## src/rtl/r2y_pkg.sv

```systemverilog
// Shared types, constants and helper functions of the RGB to planar YUV 4:2:0 converter.
`timescale 1ns / 1ps
`default_nettype none

package r2y_pkg;

  // Default frame size limits, handed down as top level parameter defaults.
  localparam int unsigned DEF_MAX_WIDTH  = 4096;
  localparam int unsigned DEF_MAX_HEIGHT = 4096;

  // Configuration port.
  localparam int unsigned CFG_W     = 13;
  localparam int unsigned CFG_IDX_W = 1;
  localparam int unsigned DIM_W     = CFG_W + 1;

  localparam logic [CFG_IDX_W-1:0] REG_IMAGE_WIDTH  = 1'b0;
  localparam logic [CFG_IDX_W-1:0] REG_IMAGE_HEIGHT = 1'b1;

  localparam logic [CFG_W-1:0] IMAGE_WIDTH_RST  = 13'd640;
  localparam logic [CFG_W-1:0] IMAGE_HEIGHT_RST = 13'd480;

  // Payload widths.
  localparam int unsigned PIX_W         = 8;
  localparam int unsigned LUMA_ADDR_W   = 24;
  localparam int unsigned CHROMA_ADDR_W = 25;

  // Q16 color coefficients (magnitudes; signs are applied in the datapath).
  localparam int unsigned SUM_W = 26;
  localparam logic [15:0] Q_YR  = 16'd19595;
  localparam logic [15:0] Q_YG  = 16'd38470;
  localparam logic [15:0] Q_YB  = 16'd7471;
  localparam logic [15:0] Q_UR  = 16'd9634;
  localparam logic [15:0] Q_UG  = 16'd18940;
  localparam logic [15:0] Q_UB  = 16'd28574;
  localparam logic [15:0] Q_VR  = 16'd40305;
  localparam logic [15:0] Q_VG  = 16'd33751;
  localparam logic [15:0] Q_VB  = 16'd6554;
  localparam logic [SUM_W-1:0] Q_OFS = 26'd8388608;

  // Address side results that travel from the address generator to the output register.
  typedef struct packed {
    logic [LUMA_ADDR_W-1:0]   luma_addr;
    logic                     chroma_valid;
    logic [CHROMA_ADDR_W-1:0] u_addr;
    logic [CHROMA_ADDR_W-1:0] v_addr;
    logic                     frame_last;
  } addr_t;

  // Effective dimension: bit 0 cleared, then limited to 2..max (max also made even).
  function automatic logic [DIM_W-1:0] eff_dim(input logic [CFG_W-1:0] v,
                                               input int unsigned maxv);
    logic [DIM_W-1:0] m;
    logic [DIM_W-1:0] r;
    m = DIM_W'(maxv) & ~DIM_W'(1);
    if (m < DIM_W'(2)) m = DIM_W'(2);
    r = {1'b0, v[CFG_W-1:1], 1'b0};
    if (r < DIM_W'(2)) r = DIM_W'(2);
    if (r > m) r = m;
    return r;
  endfunction

  // Truncate a Q16 sum to an integer and saturate it to 0..255.
  function automatic logic [PIX_W-1:0] sat_q16(input logic signed [SUM_W-1:0] s);
    logic [PIX_W-1:0] t;
    if (s[SUM_W-1]) begin
      t = '0;
    end else if (s[SUM_W-2:16+PIX_W] != '0) begin
      t = '1;
    end else begin
      t = s[16+PIX_W-1:16];
    end
    return t;
  endfunction

endpackage

`default_nettype wire

```

## src/rtl/r2y_if.sv

```systemverilog
// Valid/ready channel interfaces for source pixels and converted results.
`timescale 1ns / 1ps
`default_nettype none

interface r2y_pix_if;
  import r2y_pkg::*;
  logic             valid;
  logic             ready;
  logic [PIX_W-1:0] red;
  logic [PIX_W-1:0] green;
  logic [PIX_W-1:0] blue;

  modport source(output valid, red, green, blue, input ready);
  modport sink(input valid, red, green, blue, output ready);
endinterface

interface r2y_yuv_if;
  import r2y_pkg::*;
  logic                     valid;
  logic                     ready;
  logic [PIX_W-1:0]         luma;
  logic [LUMA_ADDR_W-1:0]   luma_addr;
  logic                     chroma_valid;
  logic [PIX_W-1:0]         chroma_u;
  logic [PIX_W-1:0]         chroma_v;
  logic [CHROMA_ADDR_W-1:0] u_addr;
  logic [CHROMA_ADDR_W-1:0] v_addr;
  logic                     frame_last;

  modport source(output valid, luma, luma_addr, chroma_valid, chroma_u, chroma_v,
                 u_addr, v_addr, frame_last, input ready);
  modport sink(input valid, luma, luma_addr, chroma_valid, chroma_u, chroma_v,
               u_addr, v_addr, frame_last, output ready);
endinterface

`default_nettype wire

```

## src/rtl/rgb_to_yuv420_planar_core.sv

```systemverilog
// Top level of the RGB to planar YUV 4:2:0 converter with its output register.
//
// Usage: source pixels enter on in_pix, one RGB item per pixel, in bottom-up order
// (last source row first, left to right within a row). Each item yields exactly one
// result item on out_yuv: the luma byte with its Y plane offset, and on pixels whose
// source row and column are both even also U and V bytes with their offsets in the
// U plane (base width*height) and V plane (base width*height*5/4).
// frame_last marks the last pixel of a frame, after which addressing starts over.
// Frame size is set through cfg_we/cfg_index/cfg_wdata while the block is idle;
// any write restarts the frame. Dimensions are forced even and into 2..MAX.
// Each result is registered: it is valid on the clock after its pixel is taken.
// Throughput is one item per cycle; the color math is constant multiplies and the
// address path is counter adds, all between the input and the result register.
// If the receiver stalls, the result register holds its item and in_pix.ready
// drops only while that register is full and out_yuv.ready is low.
// Reset (rst_n low, synchronous) loads 640 x 480 and empties the result register.
`timescale 1ns / 1ps
`default_nettype none

module rgb_to_yuv420_planar_core #(
  parameter int unsigned MAX_WIDTH  = r2y_pkg::DEF_MAX_WIDTH,
  parameter int unsigned MAX_HEIGHT = r2y_pkg::DEF_MAX_HEIGHT
) (
  input  logic                          clk,
  input  logic                          rst_n,
  input  logic                          cfg_we,
  input  logic [r2y_pkg::CFG_IDX_W-1:0] cfg_index,
  input  logic [r2y_pkg::CFG_W-1:0]     cfg_wdata,
  r2y_pix_if.sink                       in_pix,
  r2y_yuv_if.source                     out_yuv
);
  import r2y_pkg::*;

  logic             in_ready;
  logic             advance;
  addr_t            addr;
  logic [PIX_W-1:0] luma;
  logic [PIX_W-1:0] chroma_u;
  logic [PIX_W-1:0] chroma_v;

  logic             out_valid_r, out_valid_nxt;
  addr_t            addr_r;
  logic [PIX_W-1:0] luma_r;
  logic [PIX_W-1:0] chroma_u_r;
  logic [PIX_W-1:0] chroma_v_r;

  // A new item can enter whenever the result register is empty or being drained.
  assign in_ready     = !out_valid_r || out_yuv.ready;
  assign in_pix.ready = in_ready;
  assign advance      = in_pix.valid && in_ready;

  r2y_addr #(
    .MAX_WIDTH (MAX_WIDTH),
    .MAX_HEIGHT(MAX_HEIGHT)
  ) u_addr (
    .clk      (clk),
    .rst_n    (rst_n),
    .cfg_we   (cfg_we),
    .cfg_index(cfg_index),
    .cfg_wdata(cfg_wdata),
    .advance  (advance),
    .addr     (addr)
  );

  r2y_color u_color (
    .red      (in_pix.red),
    .green    (in_pix.green),
    .blue     (in_pix.blue),
    .chroma_en(addr.chroma_valid),
    .luma     (luma),
    .chroma_u (chroma_u),
    .chroma_v (chroma_v)
  );

  always_comb begin
    out_valid_nxt = out_valid_r;
    if (advance) begin
      out_valid_nxt = 1'b1;
    end else if (out_yuv.ready) begin
      out_valid_nxt = 1'b0;
    end
  end

  always_ff @(posedge clk) begin
    if (!rst_n) begin
      out_valid_r <= 1'b0;
    end else begin
      out_valid_r <= out_valid_nxt;
    end
  end

  // Payload is loaded only when an item is taken, so a stalled result holds steady.
  always_ff @(posedge clk) begin
    if (advance) begin
      addr_r     <= addr;
      luma_r     <= luma;
      chroma_u_r <= chroma_u;
      chroma_v_r <= chroma_v;
    end
  end

  assign out_yuv.valid        = out_valid_r;
  assign out_yuv.luma         = luma_r;
  assign out_yuv.luma_addr    = addr_r.luma_addr;
  assign out_yuv.chroma_valid = addr_r.chroma_valid;
  assign out_yuv.chroma_u     = chroma_u_r;
  assign out_yuv.chroma_v     = chroma_v_r;
  assign out_yuv.u_addr       = addr_r.u_addr;
  assign out_yuv.v_addr       = addr_r.v_addr;
  assign out_yuv.frame_last   = addr_r.frame_last;

endmodule

`default_nettype wire

```

## src/rtl/r2y_color.sv

```systemverilog
// Fixed point RGB to Y, U, V conversion with truncation and saturation.
`timescale 1ns / 1ps
`default_nettype none

module r2y_color (
  input  logic [r2y_pkg::PIX_W-1:0] red,
  input  logic [r2y_pkg::PIX_W-1:0] green,
  input  logic [r2y_pkg::PIX_W-1:0] blue,
  input  logic                      chroma_en,
  output logic [r2y_pkg::PIX_W-1:0] luma,
  output logic [r2y_pkg::PIX_W-1:0] chroma_u,
  output logic [r2y_pkg::PIX_W-1:0] chroma_v
);
  import r2y_pkg::*;

  logic [SUM_W-1:0]        y_sum;
  logic [SUM_W-1:0]        u_pos;
  logic [SUM_W-1:0]        u_neg;
  logic [SUM_W-1:0]        v_pos;
  logic [SUM_W-1:0]        v_neg;
  logic signed [SUM_W-1:0] u_sum;
  logic signed [SUM_W-1:0] v_sum;

  // Every term is a small constant product; the sums stay well inside SUM_W bits.
  assign y_sum = SUM_W'(red) * SUM_W'(Q_YR) + SUM_W'(green) * SUM_W'(Q_YG)
               + SUM_W'(blue) * SUM_W'(Q_YB);
  assign u_pos = Q_OFS + SUM_W'(blue) * SUM_W'(Q_UB);
  assign u_neg = SUM_W'(red) * SUM_W'(Q_UR) + SUM_W'(green) * SUM_W'(Q_UG);
  assign v_pos = Q_OFS + SUM_W'(red) * SUM_W'(Q_VR);
  assign v_neg = SUM_W'(green) * SUM_W'(Q_VG) + SUM_W'(blue) * SUM_W'(Q_VB);
  assign u_sum = $signed(u_pos) - $signed(u_neg);
  assign v_sum = $signed(v_pos) - $signed(v_neg);

  assign luma     = sat_q16($signed(y_sum));
  assign chroma_u = chroma_en ? sat_q16(u_sum) : '0;
  assign chroma_v = chroma_en ? sat_q16(v_sum) : '0;

endmodule

`default_nettype wire

```

## src/rtl/r2y_addr.sv

```systemverilog
// Frame position tracking and planar buffer address generation.
`timescale 1ns / 1ps
`default_nettype none

module r2y_addr #(
  parameter int unsigned MAX_WIDTH  = r2y_pkg::DEF_MAX_WIDTH,
  parameter int unsigned MAX_HEIGHT = r2y_pkg::DEF_MAX_HEIGHT
) (
  input  logic                          clk,
  input  logic                          rst_n,
  input  logic                          cfg_we,
  input  logic [r2y_pkg::CFG_IDX_W-1:0] cfg_index,
  input  logic [r2y_pkg::CFG_W-1:0]     cfg_wdata,
  input  logic                          advance,
  output r2y_pkg::addr_t                addr
);
  import r2y_pkg::*;

  localparam int unsigned EWW = $clog2(MAX_WIDTH + 1);
  localparam int unsigned EHW = $clog2(MAX_HEIGHT + 1);
  localparam int unsigned CW  = (MAX_WIDTH > 2) ? $clog2(MAX_WIDTH) : 1;
  localparam int unsigned RW  = (MAX_HEIGHT > 2) ? $clog2(MAX_HEIGHT) : 1;
  localparam int unsigned PW  = EWW + EHW;
  localparam int unsigned XW  = (PW > CHROMA_ADDR_W) ? PW : CHROMA_ADDR_W;

  localparam logic [EWW-1:0] W_RST = EWW'(eff_dim(IMAGE_WIDTH_RST, MAX_WIDTH));
  localparam logic [EHW-1:0] H_RST = EHW'(eff_dim(IMAGE_HEIGHT_RST, MAX_HEIGHT));
  localparam logic [PW-1:0]  PLANE_RST = PW'(W_RST) * PW'(H_RST);
  localparam logic [RW-1:0]  ROW_RST = RW'(H_RST - EHW'(1));

  logic [EWW-1:0]           w_eff_r, w_eff_nxt;
  logic [EHW-1:0]           h_eff_r, h_eff_nxt;
  logic [PW-1:0]            plane_r, plane_nxt;
  logic [CW-1:0]            col_r, col_nxt;
  logic [RW-1:0]            row_r, row_nxt;
  logic [LUMA_ADDR_W-1:0]   luma_cnt_r, luma_cnt_nxt;
  logic [CHROMA_ADDR_W-1:0] chroma_cnt_r, chroma_cnt_nxt;

  logic          col_end;
  logic          chroma;
  logic          last;
  logic [XW-1:0] plane_x;
  logic [XW-1:0] u_full;
  logic [XW-1:0] v_full;

  assign col_end = (col_r == CW'(w_eff_r - EWW'(1)));
  assign chroma  = !row_r[0] && !col_r[0];
  assign last    = (row_r == '0) && col_end;

  // The counters wrap at their address widths, which matches the masked addresses.
  assign plane_x = XW'(plane_r);
  assign u_full  = plane_x + XW'(chroma_cnt_r);
  assign v_full  = plane_x + (plane_x >> 2) + XW'(chroma_cnt_r);

  assign addr.luma_addr    = luma_cnt_r;
  assign addr.chroma_valid = chroma;
  assign addr.u_addr       = chroma ? u_full[CHROMA_ADDR_W-1:0] : '0;
  assign addr.v_addr       = chroma ? v_full[CHROMA_ADDR_W-1:0] : '0;
  assign addr.frame_last   = last;

  always_comb begin
    w_eff_nxt      = w_eff_r;
    h_eff_nxt      = h_eff_r;
    plane_nxt      = plane_r;
    col_nxt        = col_r;
    row_nxt        = row_r;
    luma_cnt_nxt   = luma_cnt_r;
    chroma_cnt_nxt = chroma_cnt_r;
    if (cfg_we) begin
      // Any register write restarts the frame with the new dimensions.
      if (cfg_index == REG_IMAGE_WIDTH) begin
        w_eff_nxt = EWW'(eff_dim(cfg_wdata, MAX_WIDTH));
      end
      if (cfg_index == REG_IMAGE_HEIGHT) begin
        h_eff_nxt = EHW'(eff_dim(cfg_wdata, MAX_HEIGHT));
      end
      plane_nxt      = PW'(w_eff_nxt) * PW'(h_eff_nxt);
      col_nxt        = '0;
      row_nxt        = RW'(h_eff_nxt - EHW'(1));
      luma_cnt_nxt   = '0;
      chroma_cnt_nxt = '0;
    end else if (advance) begin
      if (last) begin
        col_nxt        = '0;
        row_nxt        = RW'(h_eff_r - EHW'(1));
        luma_cnt_nxt   = '0;
        chroma_cnt_nxt = '0;
      end else begin
        luma_cnt_nxt = luma_cnt_r + LUMA_ADDR_W'(1);
        if (chroma) begin
          chroma_cnt_nxt = chroma_cnt_r + CHROMA_ADDR_W'(1);
        end
        if (col_end) begin
          col_nxt = '0;
          row_nxt = row_r - RW'(1);
        end else begin
          col_nxt = col_r + CW'(1);
        end
      end
    end
  end

  always_ff @(posedge clk) begin
    if (!rst_n) begin
      w_eff_r      <= W_RST;
      h_eff_r      <= H_RST;
      plane_r      <= PLANE_RST;
      col_r        <= '0;
      row_r        <= ROW_RST;
      luma_cnt_r   <= '0;
      chroma_cnt_r <= '0;
    end else begin
      w_eff_r      <= w_eff_nxt;
      h_eff_r      <= h_eff_nxt;
      plane_r      <= plane_nxt;
      col_r        <= col_nxt;
      row_r        <= row_nxt;
      luma_cnt_r   <= luma_cnt_nxt;
      chroma_cnt_r <= chroma_cnt_nxt;
    end
  end

endmodule

`default_nettype wire
```

## src/flat_wrapper.sv

```systemverilog
// flat-port wrapper written by rule: the top's interface ports become plain ports
module rgb_to_yuv420_planar_core_flat import r2y_pkg::*;
#(
  parameter int unsigned MAX_WIDTH  = r2y_pkg::DEF_MAX_WIDTH,
  parameter int unsigned MAX_HEIGHT = r2y_pkg::DEF_MAX_HEIGHT
)
  (clk, rst_n, cfg_we, cfg_index, cfg_wdata, in_pix_valid, in_pix_red, in_pix_green, in_pix_blue, in_pix_ready, out_yuv_valid, out_yuv_luma, out_yuv_luma_addr, out_yuv_chroma_valid, out_yuv_chroma_u, out_yuv_chroma_v, out_yuv_u_addr, out_yuv_v_addr, out_yuv_frame_last, out_yuv_ready);
  r2y_pix_if in_pix_i ();
  r2y_yuv_if out_yuv_i ();
  input  logic clk;
  input  logic rst_n;
  input  logic cfg_we;
  input  logic [r2y_pkg::CFG_IDX_W-1:0] cfg_index;
  input  logic [r2y_pkg::CFG_W-1:0] cfg_wdata;
  input wire logic [$bits(in_pix_i.valid)-1:0] in_pix_valid;
  input wire logic [$bits(in_pix_i.red)-1:0] in_pix_red;
  input wire logic [$bits(in_pix_i.green)-1:0] in_pix_green;
  input wire logic [$bits(in_pix_i.blue)-1:0] in_pix_blue;
  output wire logic [$bits(in_pix_i.ready)-1:0] in_pix_ready;
  output wire logic [$bits(out_yuv_i.valid)-1:0] out_yuv_valid;
  output wire logic [$bits(out_yuv_i.luma)-1:0] out_yuv_luma;
  output wire logic [$bits(out_yuv_i.luma_addr)-1:0] out_yuv_luma_addr;
  output wire logic [$bits(out_yuv_i.chroma_valid)-1:0] out_yuv_chroma_valid;
  output wire logic [$bits(out_yuv_i.chroma_u)-1:0] out_yuv_chroma_u;
  output wire logic [$bits(out_yuv_i.chroma_v)-1:0] out_yuv_chroma_v;
  output wire logic [$bits(out_yuv_i.u_addr)-1:0] out_yuv_u_addr;
  output wire logic [$bits(out_yuv_i.v_addr)-1:0] out_yuv_v_addr;
  output wire logic [$bits(out_yuv_i.frame_last)-1:0] out_yuv_frame_last;
  input wire logic [$bits(out_yuv_i.ready)-1:0] out_yuv_ready;
  assign in_pix_i.valid = in_pix_valid;
  assign in_pix_i.red = in_pix_red;
  assign in_pix_i.green = in_pix_green;
  assign in_pix_i.blue = in_pix_blue;
  assign in_pix_ready = in_pix_i.ready;
  assign out_yuv_valid = out_yuv_i.valid;
  assign out_yuv_luma = out_yuv_i.luma;
  assign out_yuv_luma_addr = out_yuv_i.luma_addr;
  assign out_yuv_chroma_valid = out_yuv_i.chroma_valid;
  assign out_yuv_chroma_u = out_yuv_i.chroma_u;
  assign out_yuv_chroma_v = out_yuv_i.chroma_v;
  assign out_yuv_u_addr = out_yuv_i.u_addr;
  assign out_yuv_v_addr = out_yuv_i.v_addr;
  assign out_yuv_frame_last = out_yuv_i.frame_last;
  assign out_yuv_i.ready = out_yuv_ready;
  rgb_to_yuv420_planar_core #(.MAX_WIDTH(MAX_WIDTH), .MAX_HEIGHT(MAX_HEIGHT)) u_core (.clk(clk), .rst_n(rst_n), .cfg_we(cfg_we), .cfg_index(cfg_index), .cfg_wdata(cfg_wdata), .in_pix(in_pix_i), .out_yuv(out_yuv_i));
endmodule
```

## config.mk

```make
export PLATFORM = sky130hd
export DESIGN_NAME = rgb_to_yuv420_planar_core_flat
export DESIGN_NICKNAME = d
export VERILOG_FILES = /design/src/rtl/r2y_pkg.sv /design/src/rtl/r2y_if.sv /design/src/rtl/rgb_to_yuv420_planar_core.sv /design/src/rtl/r2y_color.sv /design/src/rtl/r2y_addr.sv /design/src/flat_wrapper.sv
export SDC_FILE = /design/constraint.sdc
export NUM_CORES = 2
export LEC_CHECK = 0
export ABC_AREA = 1
export BUFFER_PORTS_ARGS = -buffer_cell sky130_fd_sc_hd__clkbuf_2
export CAP_MARGIN = 15
export CORE_ASPECT_RATIO = 0.7
export CORE_MARGIN = 2
export CORE_UTILIZATION = 45
export CTS_BUF_LIST = sky130_fd_sc_hd__clkbuf_16
export DETAILED_ROUTE_END_ITERATION = 6
export SLEW_MARGIN = 20
export SYNTH_ARGS = -nofsm -noshare
export SYNTH_HDL_FRONTEND = slang
export SYNTH_SLANG_ARGS = --single-unit
```

## constraint.sdc

```tcl
create_clock -name clk -period 9.6 [get_ports clk]
set_clock_uncertainty 0.2 [all_clocks]
set_input_delay 0.48 -clock clk [delete_from_list [all_inputs] [get_ports clk]]
set_output_delay 0.48 -clock clk [all_outputs]
set_load 0.1 [all_outputs]
```

# ---- Word-level counts from Yosys, hierarchy flattened
# Index checks and enable logic that the tools add are counted.
dict set report classes {
  n_addsub 18
  mul 10
  div 0
  n_lt_le_gt_ge 3
  n_eq_ne 1
  n_shift 0
  muxes 25
  bitwise 2
  reduce_logical 17
}
# cell n
set op_table {}
lappend op_table {{13-bit 2-to-1 mux} 7}
lappend op_table {{12-bit 2-to-1 mux} 6}
lappend op_table {{8-bit by 13-bit multiplier with 21-bit output (second input constant)} 3}
lappend op_table {{14-bit 2-to-1 mux} 4}
lappend op_table {{25-bit adder} 2}
lappend op_table {{25-bit 2-to-1 mux} 2}
lappend op_table {{8-bit by 16-bit multiplier with 24-bit output (second input constant)} 2}
lappend op_table {{12-bit by 1-bit subtractor with 12-bit output (second input constant)} 4}
lappend op_table {{8-bit by 15-bit multiplier with 23-bit output (second input constant)} 2}
lappend op_table {{14-bit by 13-bit > comparator with 1-bit output (second input constant)} 2}
lappend op_table {{25-bit by 21-bit adder with 26-bit output} 1}
lappend op_table {{13-bit by 13-bit multiplier with 26-bit output} 1}
lappend op_table {{25-bit by 24-bit subtractor with 26-bit output} 1}
lappend op_table {{25-bit by 25-bit subtractor with 26-bit output} 1}
lappend op_table {{23-bit by 24-bit adder with 25-bit output} 1}
lappend op_table {{24-bit by 21-bit adder with 25-bit output} 1}
lappend op_table {{24-bit by 23-bit adder with 25-bit output (first input constant)} 1}
lappend op_table {{24-bit by 24-bit adder with 25-bit output (first input constant)} 1}
lappend op_table {{25-bit by 1-bit adder with 25-bit output (second input constant)} 1}
lappend op_table {{25-bit by 24-bit adder with 25-bit output} 1}
lappend op_table {{22-bit by 23-bit adder with 24-bit output} 1}
lappend op_table {{24-bit by 1-bit adder with 24-bit output (second input constant)} 1}
lappend op_table {{24-bit 2-to-1 mux} 1}
lappend op_table {{8-bit 2-to-1 mux} 3}
lappend op_table {{other kinds (15)} 26}
dict set report totals {
  ff_bits 226
  latchBits 0
  ramBits 0
  mem_bits_ro 0
  out_inout_bits 102
  memories 0
}

# ---- Logic depth before layout (Yosys ltp)
dict set report depth {
  ltp_word 10
  mapped_depth 38
  ltp_nobuf 38
}

# ---- By module
# Synthesis repeated with hierarchy kept, for this count alone.
dict set report hier_totals {
  hier_cells 4757
  area_unflattened_um2 38270.5
}
# module instances cells_per_inst area_each_um2
set by_module_without_submodules {}
lappend by_module_without_submodules {r2y_color 1 2522 20287.0}
lappend by_module_without_submodules {r2y_addr 1 2128 14929.3}
lappend by_module_without_submodules {rgb_to_yuv420_planar_core 1 107 3054.2}

# ---- Worst setup path after synthesis
# No wires, ideal clock.
dict set report synth_timing {
  path_kind {input -> register}
  from {input port in_pix_blue[5]}
  to {register u_core.chroma_v_r[2], in the netlist u_core.out_yuv.chroma_v[2] (data pin)}
  t_arrival_ps 8224
  slack_ps 901
  path_stages 32
  n_path_buf 0
  cell_sequence {ha_1 inv_1 fa_1 inv_1 fa_1 inv_1 fa_1 inv_1 ha_1 inv_1 nor3_1 a21oi_1 o21ai_0 nand3_1 nand2_1 xnor2_1 fa_1 fa_1 inv_1 fa_1 fa_1 fa_1 fa_1 inv_1 ha_1 a21oi_1 o21ai_0 o21bai_1 nand2_1 nand3_1 xnor2_1 a21oi_1}
}
dict set report synth_via {
  elab_chain_cells 4
  word_cells_on_any_way 5
  cone_classes {2 x add/sub; 1 x mul; 1 x mux; 1 x reduce/logical}
}
# item line_no
set synth_lines {}
lappend synth_lines {{from (decl)} flat_wrapper.sv:18} ;# input wire logic [$bits(in_pix_i.blue)-1:0] in_pix_blue;
lappend synth_lines {{8-bit by 12-bit multiplier with 20-bit output (*)} r2y_color.sv:30} ;# assign v_neg = SUM_W'(green) * SUM_W'(Q_VG) + SUM_W'(blue) * SUM_W'(Q_VB);
lappend synth_lines {{24-bit by 21-bit adder with 25-bit output (*)} r2y_color.sv:30}
lappend synth_lines {{25-bit by 25-bit subtractor with 26-bit output (*)} r2y_color.sv:32} ;# assign v_sum = $signed(v_pos) - $signed(v_neg);
lappend synth_lines {{8-bit 2-to-1 mux / 2-bit OR reduction (equally long branches)} -}
lappend synth_lines {{to (signal assigned)} rgb_to_yuv420_planar_core.sv:98} ;# chroma_v_r <= chroma_v;
lappend synth_lines {{to (decl)} rgb_to_yuv420_planar_core.sv:45} ;# logic [PIX_W-1:0] chroma_v_r;
# Every way passes the cells marked *; elsewhere a longest branch is shown, timed or not.
# A chain may end at the register's enable or synchronous reset.

# ---- Final worst setup path
dict set report layout_timing {
  from {input port in_pix_blue[3]}
  to {register u_core.chroma_v_r[2], in the netlist u_core.out_yuv.chroma_v[2] (data pin)}
}
# Same word-level chain as after synthesis.

==> flow_results.org <==
** Global route
- Initial antenna violation count :: 3
- Entering global routing, the biggest net connects 66 pins.
- Layer with the highest usage :: met1
- Global routing used 32.1% of the available met2 tracks.
- After global routing the overflow that remains totals 0.
- Global-route wire length before repair :: 157000 um
- Met3 track demand over resource in global routing :: 6.91%
- The number of global-route vias before repair was 26861.
- Global routing used 24.8% of the available tracks across all layers.
- In the global route stage, met1 resource usage came out at 40.5%.

** Die
- The die is 241 um tall.
- Cell row count :: 86
- For this configuration, the core starts out at a cell density of 45.6%.
- Measured along the x axis, the die boundary spans 342 um.
- The core region is 0.0789 mm^2.
- IO Count :: 145
- The die covers 0.0823 mm^2.

** Timing
- Slew at the pin closest to its max-slew limit :: 0.948 ns
- The worst path in the final design needs a cycle of 8.87 ns, including I/O delays and setup.
- Timing would allow up to 113 MHz.
- In this run the tightest slew margin relative to its limit is 36.4%.
- Setup violations remaining at the end of the flow were counted as 0.
- The final hold violation count was 0.
- Unrepaired setup endpoints after global routing :: no
- The final critical path takes up 92.4% of the cycle.
- Setup TNS :: 0 ns
- The final count of pins violating max slew is 0.
- On the final layout, the worst hold slack is 0.0427 ns.

** Route
- In the routed design, unresolved DRC markers number 0.
- Antenna Nets Post-Route :: 0
- WL/cell :: 18.4 um
- After detailed routing, the number of vias per cell comes to 5.11.
- Number of detailed-route iterations in the first pass :: 6
- Routed vias :: 27865
- Wire length after detailed routing :: 100000 um
- For this block, the initial DRC count from the detailed router was 2192.

** Run status
- The flow ran to the end, and the final reports show no timing, DRC or antenna violations.

** Placed design
- Count of port buffers added during placement :: 143
- Sum of net half-perimeters after detailed placement :: 84200 um
- Final GP Congestion :: 0.951

** Setup path
- Cell occurring most often along the worst timing path :: sky130_fd_sc_hd__fa_1
- Grouping stages by cell kind, the critical path spends the most delay in adder cells.
- At the worst endpoint, the required time is 9.71 ns.
- CP Launch Type :: primary input
- The largest single stage delay on the critical path is 0.54 ns.
- Data on the critical path arrives at its endpoint at 8.97 ns.
- The critical path in this run is classified as primary input to flip-flop.
- The worst setup path is captured at a flip-flop.
- Slowest CP cell :: sky130_fd_sc_hd__fa_1
- Counting both buffers and inverters, the worst setup path holds a total of 4.
- Along the worst path, the maximum fanout reaches 8.

** Synth
- The synthesized netlist occupies a cell area of 0.0360 mm^2.
- Share of async-settable or async-resettable flops after synthesis :: 0%
- Count of flip-flops with a built-in enable after synthesis :: 100
- Yosys printed 0 warnings.
- Sequential cells were found to cover 15.4% of the synthesized design area.
- Synthesized instance count :: 4196
- Avg Synthesized Cell Area :: 8.57 um^2
- After synthesis, the netlist uses 61 different library cells.
- Counting every net in the synthesized netlist gives 5294.
- After synthesis the netlist holds a flip-flop and latch count of 226.
- Among all flip-flop cells after synthesis, the most frequent one is sky130_fd_sc_hd__dfxtp_1.

** Clock tree
- Post-CTS Repair Setup Buffers :: 0
- Clock tree synthesis selected as its root buffer the cell sky130_fd_sc_hd__clkbuf_16.
- Number of H-tree levels :: 1
- At the later pin of the worst-skew pair, clock insertion delay measures 0.58 ns.
- TritonCTS built the clock tree.
- Counting along the longest clock path gives a buffer depth of 3.
- The number of clock buffers added by TritonCTS is 26.
- After clock tree synthesis, the clock-pin slew on the worst setup and hold paths is 0.07 ns.
- Clock sinks :: 226

** Layout
- Leaving out fill and tap cells, the most frequent cell in the layout is sky130_fd_sc_hd__inv_1.
- Most frequent cells in the layout :: sky130_fd_sc_hd__inv_1 (962), sky130_fd_sc_hd__nand2_1 (580), sky130_fd_sc_hd__ha_1 (546), sky130_fd_sc_hd__fa_1 (509), sky130_fd_sc_hd__a21oi_1 (316)
- The net count of the finished layout is 5470.
- In the final layout, the share of cells above drive strength 1 is 6.56%.
- Area growth, synth to finish :: 8.72%

** Job
- The tool flagged a number of max-cap violations equal to 0.

** Worst hold path
- Worst Hold Class :: primary input to flip-flop
==> timing repair <==
| action | 4_1_cts | 5_1_grt |
|---|---|---|
| gates resized for setup | 0 | 0 |
| endpoints found under the hold margin | 1 | 0 |
| hold buffers | 1 | 0 |
==> per-stage QoR <==
stage          instances  instance area, um^2  util (%)  setup WS (ns)
2_1_floorplan       4196                36000         -          0.901
3_3_place_gp        5399                38200      48.4          0.186
3_5_place_dp        5399                38200      48.4          0.204
4_1_cts             5448                39100      49.6          0.808
5_1_grt             5448                39100      49.6         0.0227
6_report            5451                39100      49.6          0.733
==> synth_stat cells (11+ instances only) <==
cell type	count	area, um^2
sky130_fd_sc_hd__dfxtp_1	126	2520
sky130_fd_sc_hd__xor2_1	88	771
sky130_fd_sc_hd__a31oi_1	15	93.8
sky130_fd_sc_hd__xnor2_1	58	508
sky130_fd_sc_hd__nor4_1	15	93.8
sky130_fd_sc_hd__ha_1	546	6830
sky130_fd_sc_hd__o211ai_1	11	82.6
sky130_fd_sc_hd__o21a_1	19	143
sky130_fd_sc_hd__clkinv_1	11	41.3
sky130_fd_sc_hd__nand2_1	580	2180
sky130_fd_sc_hd__o21ai_1	12	60.1
sky130_fd_sc_hd__nand3_1	125	626
sky130_fd_sc_hd__a21o_1	11	82.6
sky130_fd_sc_hd__inv_1	960	3600
sky130_fd_sc_hd__o21bai_1	18	135
sky130_fd_sc_hd__clkbuf_1	35	131
sky130_fd_sc_hd__nor2_1	257	965
sky130_fd_sc_hd__or2_2	14	87.6
sky130_fd_sc_hd__edfxtp_1	100	3000
sky130_fd_sc_hd__o21ai_0	191	956
sky130_fd_sc_hd__fa_1	509	10200
sky130_fd_sc_hd__nand4_1	38	238
sky130_fd_sc_hd__nor3_1	31	155
sky130_fd_sc_hd__a21oi_1	316	1580
==> area by class of cell <==
type | instances | area [um^2]
Fill cell | 7659 | 39800
Inverter | 978 | 3670
Timing Repair Buffer | 189 | 1060
Clock buffer | 29 | 726
Tap cell | 1056 | 1320
Antenna cell | 3 | 7.51
Clock inverter | 19 | 170
Multi-Input combinational cell | 2951 | 26600
Sequential cell | 226 | 5530
==> routing by layer <==
metal  part of all wire [%]  up-vias
met3                    9.5       80
met5                   0.12        -
li1                       -    13686
met4                    1.3        4
met1                     53    13233
met2                     36      862
==> state kept, by name, summed over array words and instances (netlist names) <==
signal / count
u_core.out_yuv.luma_addr: 24
u_core.u_addr.w_eff_r: 13
u_core.u_addr.luma_cnt_r: 24
u_core.out_yuv.chroma_valid: 1
u_core.u_addr.h_eff_r: 13
u_core.out_yuv.frame_last: 1
u_core.out_yuv.u_addr: 25
u_core.u_addr.plane_r: 26
u_core.u_addr.chroma_cnt_r: 25
u_core.out_yuv.v_addr: 25
u_core.out_yuv.chroma_u: 8
u_core.out_yuv.valid: 1
u_core.u_addr.row_r: 12
u_core.u_addr.col_r: 12
u_core.out_yuv.chroma_v: 8
u_core.out_yuv.luma: 8
==> worst min-delay path, delay by kind of cell <==
kind | cells | cell delay [ns]
compound gates | 1 | 0.07
buf+inv | 1 | 0.10
simple gates | 1 | 0.12
==> path summary, 6_finish.rpt <==
path	cells past startpoint	to	from	slack (ns)
worst min-delay path	3	u_core.u_addr.w_eff_r[3]	cfg_wdata[3]	0.04
worst max-delay path	32	u_core.out_yuv.chroma_v[2]	in_pix_blue[3]	0.73
worst min register to register	2	u_core.u_addr.row_r[11]	u_core.u_addr.row_r[11]	0.26
worst max register to register	25	u_core.u_addr.plane_r[23]	u_core.u_addr.w_eff_r[6]	2.66
==> cells by family (layout without fill, tap and decap cells) <==
group,after synthesis,in the layout,share of synthesized area (%)
adders and majority gates,1055,1055,47.3
other,0,3,0
buffers and inverters,1019,1215,10.7
AOI/OAI and AO/OA,643,643,9.84
DFF,226,226,15.4
xor gates and xnor gates,146,146,3.55
and+or+nand+nor,1107,1107,13.3
Power is not shown: default switching activity piles up to over one toggle a cycle in this logic, so the estimate is an artifact.
